$ cat src/rtl/core/wpem_pkg.sv
`timescale 1ns / 1ps
`default_nettype none

package wpem_pkg;

	localparam int SAMPLE_W   = 16;
	localparam int PROD_W     = 2 * SAMPLE_W;
	localparam int POWER_W    = 32;
	localparam int ENERGY_W   = 48;
	localparam int CYCLE_W    = 16;
	localparam int WINDOW_DEF = 64;

	localparam logic [CYCLE_W-1:0] CYCLE_SAMPLES_RST = CYCLE_W'(64);

	// Product on its way from the multiplier into the window.
	typedef struct packed {
		logic signed [PROD_W-1:0] prod;
		logic                     clear_energy;
	} prod_stage_t;

	// Window average on its way into the energy accumulator.
	typedef struct packed {
		logic signed [POWER_W-1:0] avg;
		logic                      clear_energy;
	} avg_stage_t;

endpackage

`default_nettype wire

$ cat src/rtl/core/wpem_if.sv
`timescale 1ns / 1ps
`default_nettype none

interface wpem_in_if import wpem_pkg::*; ();
	logic                       valid;
	logic                       ready;
	logic signed [SAMPLE_W-1:0] current_sample;
	logic signed [SAMPLE_W-1:0] voltage_sample;
	logic                       clear_energy;

	modport source (output valid, output current_sample, output voltage_sample,
		output clear_energy, input ready);
	modport sink (input valid, input current_sample, input voltage_sample,
		input clear_energy, output ready);
endinterface

interface wpem_out_if import wpem_pkg::*; ();
	logic                       valid;
	logic                       ready;
	logic signed [POWER_W-1:0]  average_power;
	logic signed [ENERGY_W-1:0] energy_total;
	logic                       cycle_end;

	modport source (output valid, output average_power, output energy_total,
		output cycle_end, input ready);
	modport sink (input valid, input average_power, input energy_total,
		input cycle_end, output ready);
endinterface

`default_nettype wire

$ cat src/rtl/core/windowed_power_energy_meter.sv
`timescale 1ns / 1ps
`default_nettype none

// Channel   Dir  Handshake        Payload
// sample    in   valid / ready    current_sample, voltage_sample, clear_energy
// result    out  valid / ready    average_power, energy_total, cycle_end
// cfg       in   cfg_we           cfg_wdata -> cycle_samples
//
// One request is taken per cycle while the result side is not stalled; each result passes
// from the input register at acceptance through the multiplier register, the window sum
// register and the output register.
// Every stage holds its item while the stage ahead is full and stalled; empty
// stages still fill, so bubbles close up under back pressure.
// Reset needs no clearing pass: ring slots not yet written read as zero until
// the write pointer has wrapped once.

module windowed_power_energy_meter import wpem_pkg::*; #(
	parameter int WINDOW = WINDOW_DEF
) (
	input  logic               clk,
	input  logic               arst_n,
	input  logic               cfg_we,
	input  logic [CYCLE_W-1:0] cfg_wdata,
	wpem_in_if.sink            sample,
	wpem_out_if.source         result
);

	logic        prod_valid;
	logic        prod_ready;
	prod_stage_t prod_data;
	logic        avg_valid;
	logic        avg_ready;
	avg_stage_t  avg_data;

	wpem_mult u_mult (
		.clk        (clk),
		.arst_n     (arst_n),
		.sample     (sample),
		.prod_valid (prod_valid),
		.prod_ready (prod_ready),
		.prod_data  (prod_data)
	);

	wpem_window #(
		.WINDOW (WINDOW)
	) u_window (
		.clk        (clk),
		.arst_n     (arst_n),
		.prod_valid (prod_valid),
		.prod_ready (prod_ready),
		.prod_data  (prod_data),
		.avg_valid  (avg_valid),
		.avg_ready  (avg_ready),
		.avg_data   (avg_data)
	);

	wpem_energy u_energy (
		.clk       (clk),
		.arst_n    (arst_n),
		.cfg_we    (cfg_we),
		.cfg_wdata (cfg_wdata),
		.avg_valid (avg_valid),
		.avg_ready (avg_ready),
		.avg_data  (avg_data),
		.result    (result)
	);

endmodule

`default_nettype wire

$ cat src/rtl/core/wpem_mult.sv
`timescale 1ns / 1ps
`default_nettype none

module wpem_mult import wpem_pkg::*; (
	input  logic        clk,
	input  logic        arst_n,
	wpem_in_if.sink     sample,
	output logic        prod_valid,
	input  logic        prod_ready,
	output prod_stage_t prod_data
);

	logic                       v_s1;
	logic signed [SAMPLE_W-1:0] cur_s1;
	logic signed [SAMPLE_W-1:0] vol_s1;
	logic                       clr_s1;
	logic                       v_s2;
	logic                       adv_s1;
	logic                       adv_s2;

	assign adv_s2       = !v_s2 || prod_ready;
	assign adv_s1       = !v_s1 || adv_s2;
	assign sample.ready = adv_s1;
	assign prod_valid   = v_s2;

	always_ff @(posedge clk or negedge arst_n) begin
		if (!arst_n) begin
			v_s1 <= 1'b0;
			v_s2 <= 1'b0;
		end else begin
			if (adv_s1) begin
				v_s1 <= sample.valid;
			end
			if (adv_s2) begin
				v_s2 <= v_s1;
			end
		end
	end

	always_ff @(posedge clk) begin
		if (adv_s1 && sample.valid) begin
			cur_s1 <= sample.current_sample;
			vol_s1 <= sample.voltage_sample;
			clr_s1 <= sample.clear_energy;
		end
		if (adv_s2 && v_s1) begin
			prod_data.prod         <= cur_s1 * vol_s1;
			prod_data.clear_energy <= clr_s1;
		end
	end

endmodule

`default_nettype wire

$ cat src/rtl/core/wpem_window.sv
`timescale 1ns / 1ps
`default_nettype none

module wpem_window import wpem_pkg::*; #(
	parameter int WINDOW = WINDOW_DEF
) (
	input  logic        clk,
	input  logic        arst_n,
	input  logic        prod_valid,
	output logic        prod_ready,
	input  prod_stage_t prod_data,
	output logic        avg_valid,
	input  logic        avg_ready,
	output avg_stage_t  avg_data
);

	localparam int PTR_W = (WINDOW > 1) ? $clog2(WINDOW) : 1;
	localparam int SUM_W = PROD_W + PTR_W;
	// Floor of log2(WINDOW), so a window that is not a power of two still works.
	localparam int SHIFT = $clog2(WINDOW + 1) - 1;

	logic signed [PROD_W-1:0] ring [WINDOW];
	logic signed [PROD_W-1:0] rd_q;
	logic [PTR_W-1:0]         ptr_q;
	logic [PTR_W-1:0]         ptr_nx;
	logic                     wrapped_q;
	logic signed [SUM_W-1:0]  sum_q;
	logic signed [SUM_W-1:0]  sum_nx;
	logic signed [PROD_W-1:0] old_prod;
	logic                     v_s3;
	logic                     take;
	logic                     at_end;

	assign prod_ready = !v_s3 || avg_ready;
	assign take       = prod_valid && prod_ready;
	assign avg_valid  = v_s3;
	assign at_end     = (ptr_q == PTR_W'(WINDOW - 1));

	// Until the pointer has wrapped once, the slot being replaced was never
	// written and stands for a zero product.
	assign old_prod = wrapped_q ? rd_q : '0;
	assign sum_nx   = sum_q + SUM_W'(prod_data.prod) - SUM_W'(old_prod);

	always_comb begin
		ptr_nx = ptr_q;
		if (take) begin
			ptr_nx = at_end ? '0 : ptr_q + PTR_W'(1);
		end
	end

	always_ff @(posedge clk or negedge arst_n) begin
		if (!arst_n) begin
			v_s3      <= 1'b0;
			ptr_q     <= '0;
			wrapped_q <= 1'b0;
			sum_q     <= '0;
		end else begin
			if (prod_ready) begin
				v_s3 <= prod_valid;
			end
			ptr_q <= ptr_nx;
			if (take) begin
				sum_q <= sum_nx;
				if (at_end) begin
					wrapped_q <= 1'b1;
				end
			end
		end
	end

	// The read runs one step ahead: it fetches the slot the next product will
	// replace, which is never the slot written in the same cycle.
	always_ff @(posedge clk) begin
		if (take) begin
			ring[ptr_q] <= prod_data.prod;
		end
		rd_q <= ring[ptr_nx];
	end

	always_ff @(posedge clk) begin
		if (take) begin
			avg_data.avg          <= POWER_W'(sum_nx >>> SHIFT);
			avg_data.clear_energy <= prod_data.clear_energy;
		end
	end

endmodule

`default_nettype wire

$ cat src/rtl/core/wpem_energy.sv
`timescale 1ns / 1ps
`default_nettype none

module wpem_energy import wpem_pkg::*; (
	input  logic               clk,
	input  logic               arst_n,
	input  logic               cfg_we,
	input  logic [CYCLE_W-1:0] cfg_wdata,
	input  logic               avg_valid,
	output logic               avg_ready,
	input  avg_stage_t         avg_data,
	wpem_out_if.source         result
);

	localparam logic signed [ENERGY_W-1:0] E_MAX = {1'b0, {(ENERGY_W-1){1'b1}}};
	localparam logic signed [ENERGY_W-1:0] E_MIN = {1'b1, {(ENERGY_W-1){1'b0}}};

	logic [CYCLE_W-1:0]         cycle_samples_q;
	logic [CYCLE_W-1:0]         cnt_q;
	logic [CYCLE_W-1:0]         cnt_inc;
	logic signed [ENERGY_W-1:0] acc_q;
	logic signed [ENERGY_W-1:0] acc_base;
	logic signed [ENERGY_W:0]   acc_sum;
	logic signed [ENERGY_W-1:0] acc_nx;
	logic                       cyc_end;
	logic                       v_q;
	logic                       take;

	assign avg_ready    = !v_q || result.ready;
	assign take         = avg_valid && avg_ready;
	assign result.valid = v_q;

	always_comb begin
		cnt_inc  = (avg_data.clear_energy ? '0 : cnt_q) + CYCLE_W'(1);
		cyc_end  = (cnt_inc == cycle_samples_q);
		acc_base = avg_data.clear_energy ? '0 : acc_q;
		acc_sum  = (ENERGY_W + 1)'(acc_base) + (ENERGY_W + 1)'(avg_data.avg);
		acc_nx   = acc_base;
		if (cyc_end) begin
			// Overflow shows as the two top bits of the widened sum disagreeing.
			if (acc_sum[ENERGY_W] != acc_sum[ENERGY_W-1]) begin
				acc_nx = acc_sum[ENERGY_W] ? E_MIN : E_MAX;
			end else begin
				acc_nx = acc_sum[ENERGY_W-1:0];
			end
		end
	end

	always_ff @(posedge clk or negedge arst_n) begin
		if (!arst_n) begin
			cycle_samples_q <= CYCLE_SAMPLES_RST;
			cnt_q           <= '0;
			acc_q           <= '0;
			v_q             <= 1'b0;
		end else begin
			if (cfg_we) begin
				cycle_samples_q <= cfg_wdata;
			end
			if (avg_ready) begin
				v_q <= avg_valid;
			end
			if (take) begin
				cnt_q <= cyc_end ? '0 : cnt_inc;
				acc_q <= acc_nx;
			end
		end
	end

	always_ff @(posedge clk) begin
		if (take) begin
			result.average_power <= avg_data.avg;
			result.energy_total  <= acc_nx;
			result.cycle_end     <= cyc_end;
		end
	end

endmodule

`default_nettype wire
$ cat src/flat_wrapper.sv
// flat-port wrapper written by rule: the top's interface ports become plain ports
module windowed_power_energy_meter_flat import wpem_pkg::*;
#(
	parameter int WINDOW = WINDOW_DEF
)
  (clk, arst_n, cfg_we, cfg_wdata, sample_valid, sample_current_sample, sample_voltage_sample, sample_clear_energy, sample_ready, result_valid, result_average_power, result_energy_total, result_cycle_end, result_ready);
  wpem_in_if sample_i ();
  wpem_out_if result_i ();
  input  logic clk;
  input  logic arst_n;
  input  logic cfg_we;
  input  logic [CYCLE_W-1:0] cfg_wdata;
  input wire logic [$bits(sample_i.valid)-1:0] sample_valid;
  input wire logic [$bits(sample_i.current_sample)-1:0] sample_current_sample;
  input wire logic [$bits(sample_i.voltage_sample)-1:0] sample_voltage_sample;
  input wire logic [$bits(sample_i.clear_energy)-1:0] sample_clear_energy;
  output wire logic [$bits(sample_i.ready)-1:0] sample_ready;
  output wire logic [$bits(result_i.valid)-1:0] result_valid;
  output wire logic [$bits(result_i.average_power)-1:0] result_average_power;
  output wire logic [$bits(result_i.energy_total)-1:0] result_energy_total;
  output wire logic [$bits(result_i.cycle_end)-1:0] result_cycle_end;
  input wire logic [$bits(result_i.ready)-1:0] result_ready;
  assign sample_i.valid = sample_valid;
  assign sample_i.current_sample = sample_current_sample;
  assign sample_i.voltage_sample = sample_voltage_sample;
  assign sample_i.clear_energy = sample_clear_energy;
  assign sample_ready = sample_i.ready;
  assign result_valid = result_i.valid;
  assign result_average_power = result_i.average_power;
  assign result_energy_total = result_i.energy_total;
  assign result_cycle_end = result_i.cycle_end;
  assign result_i.ready = result_ready;
  windowed_power_energy_meter #(.WINDOW(WINDOW)) u_core (.clk(clk), .arst_n(arst_n), .cfg_we(cfg_we), .cfg_wdata(cfg_wdata), .sample(sample_i), .result(result_i));
endmodule
$ cat config.mk
export PLATFORM = sky130hd
export DESIGN_NAME = windowed_power_energy_meter_flat
export DESIGN_NICKNAME = d
export VERILOG_FILES = /design/src/rtl/core/wpem_pkg.sv /design/src/rtl/core/wpem_if.sv /design/src/rtl/core/windowed_power_energy_meter.sv /design/src/rtl/core/wpem_mult.sv /design/src/rtl/core/wpem_window.sv /design/src/rtl/core/wpem_energy.sv /design/src/flat_wrapper.sv
export SDC_FILE = /design/constraint.sdc
export NUM_CORES = 2
export LEC_CHECK = 0
export BUFFER_PORTS_ARGS = -buffer_cell sky130_fd_sc_hd__buf_2
export CAP_MARGIN = 10
export CELL_PAD_IN_SITES_DETAIL_PLACEMENT = 2
export CELL_PAD_IN_SITES_GLOBAL_PLACEMENT = 2
export CORE_MARGIN = 2
export CORE_UTILIZATION = 43
export DETAILED_ROUTE_END_ITERATION = 16
export PLACE_DENSITY_LB_ADDON = 0.1
export SYNTH_ARGS = -nofsm -noshare
export SYNTH_HDL_FRONTEND = slang
export SYNTH_SLANG_ARGS = --single-unit
$ cat constraint.sdc
create_clock -name clk -period 6.5 [get_ports clk]
set_input_delay 1.3 -clock clk [delete_from_list [all_inputs] [get_ports clk]]
set_output_delay 1.3 -clock clk [all_outputs]
set_load 0.005 [all_outputs]
==> implementation parameters <==
Parameter                              Value

Clock network
  Maximum buffer depth of the clock tree    4
  Worst-path clk slew    0.07 ns
  CTS Hold Bufs    0
  Number of clock sinks seen by CTS    2389
  Total CTS buffers    283
  Clock tree from TritonCTS    built
  H-Tree Level Count    5
  Library cell used as clock root buffer    sky130_fd_sc_hd__clkbuf_16
  Clock latency reported for the late side of the worst-skew pair    0.93 ns

Critical path
  Buffers and inverters on the worst path    8
  Critical register-to-register path startpoint    u_core.u_mult.vol_s1[4]
  Worst endpoint data arrival time    7.05 ns
  Setup slack of the worst register-to-register path    0.06 ns
  Max FO, Critical Path    5
  Type of the worst setup path    register to register
  Worst Setup Start Kind    register
  Crit. End Element    register
  Reg-to-Reg End    u_core.u_mult.prod_data[32]
  Slowest stage cell on the critical path    sky130_fd_sc_hd__fa_1
  Family of cells with the greatest summed delay on the critical path    adder cells
  Critical path's most frequent cell    sky130_fd_sc_hd__fa_1
  Critical Path Max Stage Delay    0.57 ns
  Required time of the worst setup path    7.11 ns
  Reg2Reg Depth    26

Die
  X dimension of the die    506 um
  # rows    184
  Vert. Die Dim    506 um
  Initial cell density of the core    43.2%
  Die area    257000 um^2
  I/O Pins    137
  Placeable core region    251000 um^2

Synthesis
  Number of distinct library cells after synthesis    87
  Sequential-to-total area share from yosys stat    65.2%
  Average footprint of a synthesized cell    15.2 um^2
  Syn nets    7647
  Async set-or-reset flop fraction in the synthesized netlist    5.40%
  Post-synthesis register bit count    2389
  Number of standard cells after synthesis    7123
  Synth warn    0
  EDFF count, synth    2228
  Netlist Area Pre-Place    109000 um^2
  Top_reg_cell synth    sky130_fd_sc_hd__edfxtp_1

Hold path
  Worst min-delay path category    input port to async pin

Placement
  Total instance count after detailed placement    10600
  Worst Setup Slack post-DPL    -0.210 ns
  Routability congestion estimate    0.834
  IO buf count    136
  Placement-stage cell area    116000 um^2
  Post-detailed-placement half-perimeter wirelength    230000 um

Global routing
  GRT Util Overall    28.6%
  Wire length of the first global-routing pass    531000 um
  Vias in the first global route    72500
  Pin count of the biggest net entering global routing    81
  Initial antenna violation count    40
  Remaining global-route overflow    0

Final layout
  Number of nets at the end of the flow    8114
  FILL cells    23200
  FF/Latch Area    70800 um^2
  Area overhead of the layout relative to synthesis    15.4%
  Fraction of layout instances using a drive strength above 1    18.0%
  Area of combinational cells with multiple inputs    35400 um^2
  Final Instance Count excl. Fillers    11100
  Cell area after layout    125000 um^2

STA
  Clock skew    0.0766 ns
  Max frequency    155 MHz
  Period utilisation layout    99.1%
  Final hold viol count    0
  PnR worst setup slack    0.0594 ns
  Setup repair after global routing missed its margin    yes
  Shortest period the worst path allows    6.44 ns
  Final count of pins violating max slew    0
  Worst Tran Pin Value    1.19 ns
  Setup violations, final    0
  Relative slew margins    20.3%

Route
  Post-route DRC    0
  Vias per cell    5.92
  Starting DRT DRC Count    6494
  Number of detailed-route iterations in the first pass    5
  Routed wire length    369000 um
  Via count    65900
  Drt wl/cell    33.1 um
  Antenna Violating Nets Remaining    0

Run status
  Outcome    finished clean

Power
  PD cells    614 nW/um^2
  Static leakage    0.0459 uW
  Peak supply drop    0.880 mV

Run
  Max-cap violations    0
-- repair_timing --
action	4_1_cts	5_1_grt
setup endpoints to repair	5	7
gates resized for setup	9	58
pin swaps	2	48
setup buffers	5	25
-- cell usage after synthesis (57+ instances only) --
cell type | instances | area share, %
sky130_fd_sc_hd__edfxtp_1 | 2228 | 62
sky130_fd_sc_hd__nand2_1 | 869 | 3.0
sky130_fd_sc_hd__mux2i_1 | 504 | 4.6
sky130_fd_sc_hd__inv_1 | 474 | 1.6
sky130_fd_sc_hd__mux4_2 | 303 | 6.3
sky130_fd_sc_hd__fa_1 | 300 | 5.5
sky130_fd_sc_hd__clkbuf_1 | 243 | 0.84
sky130_fd_sc_hd__nor2_1 | 213 | 0.74
sky130_fd_sc_hd__a21oi_1 | 200 | 0.92
sky130_fd_sc_hd__ha_1 | 170 | 2.0
sky130_fd_sc_hd__and2_1 | 169 | 0.97
sky130_fd_sc_hd__dfrtp_1 | 128 | 3.0
sky130_fd_sc_hd__and3_1 | 127 | 0.73
sky130_fd_sc_hd__a311oi_1 | 113 | 0.91
sky130_fd_sc_hd__nand3_1 | 104 | 0.48
sky130_fd_sc_hd__o21ai_0 | 101 | 0.47
sky130_fd_sc_hd__xnor2_1 | 90 | 0.73
sky130_fd_sc_hd__o31ai_1 | 70 | 0.48
sky130_fd_sc_hd__nor2b_1 | 63 | 0.36
sky130_fd_sc_hd__buf_1 | 57 | 0.20
-- placed cells by master, fill, tap and decap left out, types with 28 or more instances in the layout --
| master | instances |
|---|---|
| sky130_fd_sc_hd__edfxtp_1 | 2228 |
| sky130_fd_sc_hd__nand2_1 | 869 |
| sky130_fd_sc_hd__mux2i_1 | 503 |
| sky130_fd_sc_hd__inv_1 | 463 |
| sky130_fd_sc_hd__buf_4 | 357 |
| sky130_fd_sc_hd__mux4_2 | 303 |
| sky130_fd_sc_hd__fa_1 | 293 |
| sky130_fd_sc_hd__clkbuf_16 | 292 |
| sky130_fd_sc_hd__a21oi_1 | 193 |
| sky130_fd_sc_hd__ha_1 | 160 |
| sky130_fd_sc_hd__and2_1 | 159 |
| sky130_fd_sc_hd__nor2_1 | 146 |
| sky130_fd_sc_hd__buf_2 | 135 |
| sky130_fd_sc_hd__dfrtp_1 | 128 |
| sky130_fd_sc_hd__and3_1 | 127 |
| sky130_fd_sc_hd__a311oi_1 | 111 |
| sky130_fd_sc_hd__nand3_1 | 103 |
| sky130_fd_sc_hd__o21ai_0 | 98 |
| sky130_fd_sc_hd__xnor2_1 | 88 |
| sky130_fd_sc_hd__o31ai_1 | 70 |
| sky130_fd_sc_hd__nor2_4 | 64 |
| sky130_fd_sc_hd__nor2b_1 | 63 |
| sky130_fd_sc_hd__clkbuf_1 | 57 |
| sky130_fd_sc_hd__clkinv_1 | 51 |
| sky130_fd_sc_hd__o22ai_1 | 41 |
| sky130_fd_sc_hd__xor2_1 | 40 |
| sky130_fd_sc_hd__buf_12 | 39 |
| sky130_fd_sc_hd__a21o_1 | 38 |
| sky130_fd_sc_hd__clkinv_2 | 38 |
| sky130_fd_sc_hd__dfxtp_1 | 32 |
| sky130_fd_sc_hd__o221ai_1 | 31 |
| sky130_fd_sc_hd__a211oi_1 | 29 |
| sky130_fd_sc_hd__mux2_2 | 28 |
-- through the flow --
step	utilization, %	total power (uW)	hold WS, ns	TNS [ns]
5_1_grt	49.9	80700	0.427	-0.657
3_5_place_dp	46.1	59200	0.473	-0.305
6_report	49.9	76900	0.422	0
3_3_place_gp	46.1	57500	0.437	0
4_1_cts	49.7	75600	0.402	0
2_1_floorplan	-	43100	0.400	0
-- report_power, final --
| group | internal [uW] | switching, uW | total [uW] |
|---|---|---|---|
| Combinational | 14600 | 25200 | 39800 |
| Sequential | 20600 | 846 | 21500 |
| Clock | 9120 | 6520 | 15600 |
| Total | 44300 | 32600 | 76900 |
-- registers in the layout (all words and copies together), names as in the netlist, 32 cells and up --
name,cells
u_core.u_window.ring,2048
u_core.u_energy.acc_q,48
u_core.u_energy.result.energy_total,48
u_core.u_window.sum_q,38
u_core.u_mult.prod_data,33
u_core.u_window.avg_data,33
u_core.u_energy.result.average_power,32
u_core.u_window.rd_q,32
-- worst max-delay path by stage --
stage | cells after the start | slack (ns) | from | end
detailed placement | 23 | -0.21 | u_core.u_mult.vol_s1[1] | u_core.u_mult.prod_data[29]
finish | 26 | 0.06 | u_core.u_mult.vol_s1[4] | u_core.u_mult.prod_data[32]
floorplan | 23 | 0.19 | u_core.u_mult.vol_s1[8] | u_core.u_mult.prod_data[29]
CTS | 26 | 0.02 | u_core.u_mult.vol_s1[1] | u_core.u_mult.prod_data[32]
global placement | 23 | 0.05 | u_core.u_mult.vol_s1[1] | u_core.u_mult.prod_data[29]
global route | 25 | -0.15 | u_core.u_mult.cur_s1[7] | u_core.u_mult.prod_data[29]
-- metal layers --
metal,part of all wire [%],track usage (%),vias up
li1,-,-,27500
met1,42,39.1,35700
met2,49,48.0,2184
met3,6.0,3.99,575
met4,3.0,7.74,16
met5,0.027,0,-
-- logic make-up (layout without fill, tap and decap cells) --
| logic type | Yosys count | count (layout) | share of synthesized area [%] |
|---|---|---|---|
| other | 0 | 4 | 0 |
| and+or+nand+nor | 1678 | 1678 | 7.14 |
| AOI/OAI and AO/OA | 783 | 783 | 4.90 |
| buffers and inverters | 835 | 1505 | 2.96 |
| muxes | 836 | 836 | 11.2 |
| xor gates and xnor gates | 132 | 132 | 1.09 |
| adders and majority gates | 470 | 470 | 7.49 |
| DFF | 2389 | 2389 | 65.2 |
-- cell type report --
type / count / share of cell area [%]
Inverter: 478 / 1.46
Tap cell: 3348 / 3.34
Clock inverter: 128 / 0.926
Timing Repair Buffer: 539 / 3.39
Sequential cell: 2389 / 56.5
Antenna cell: 4 / 0.00799
Multi-Input combinational cell: 3899 / 28.2
Clock buffer: 360 / 6.13
Power figures use the tool's default switching activity.
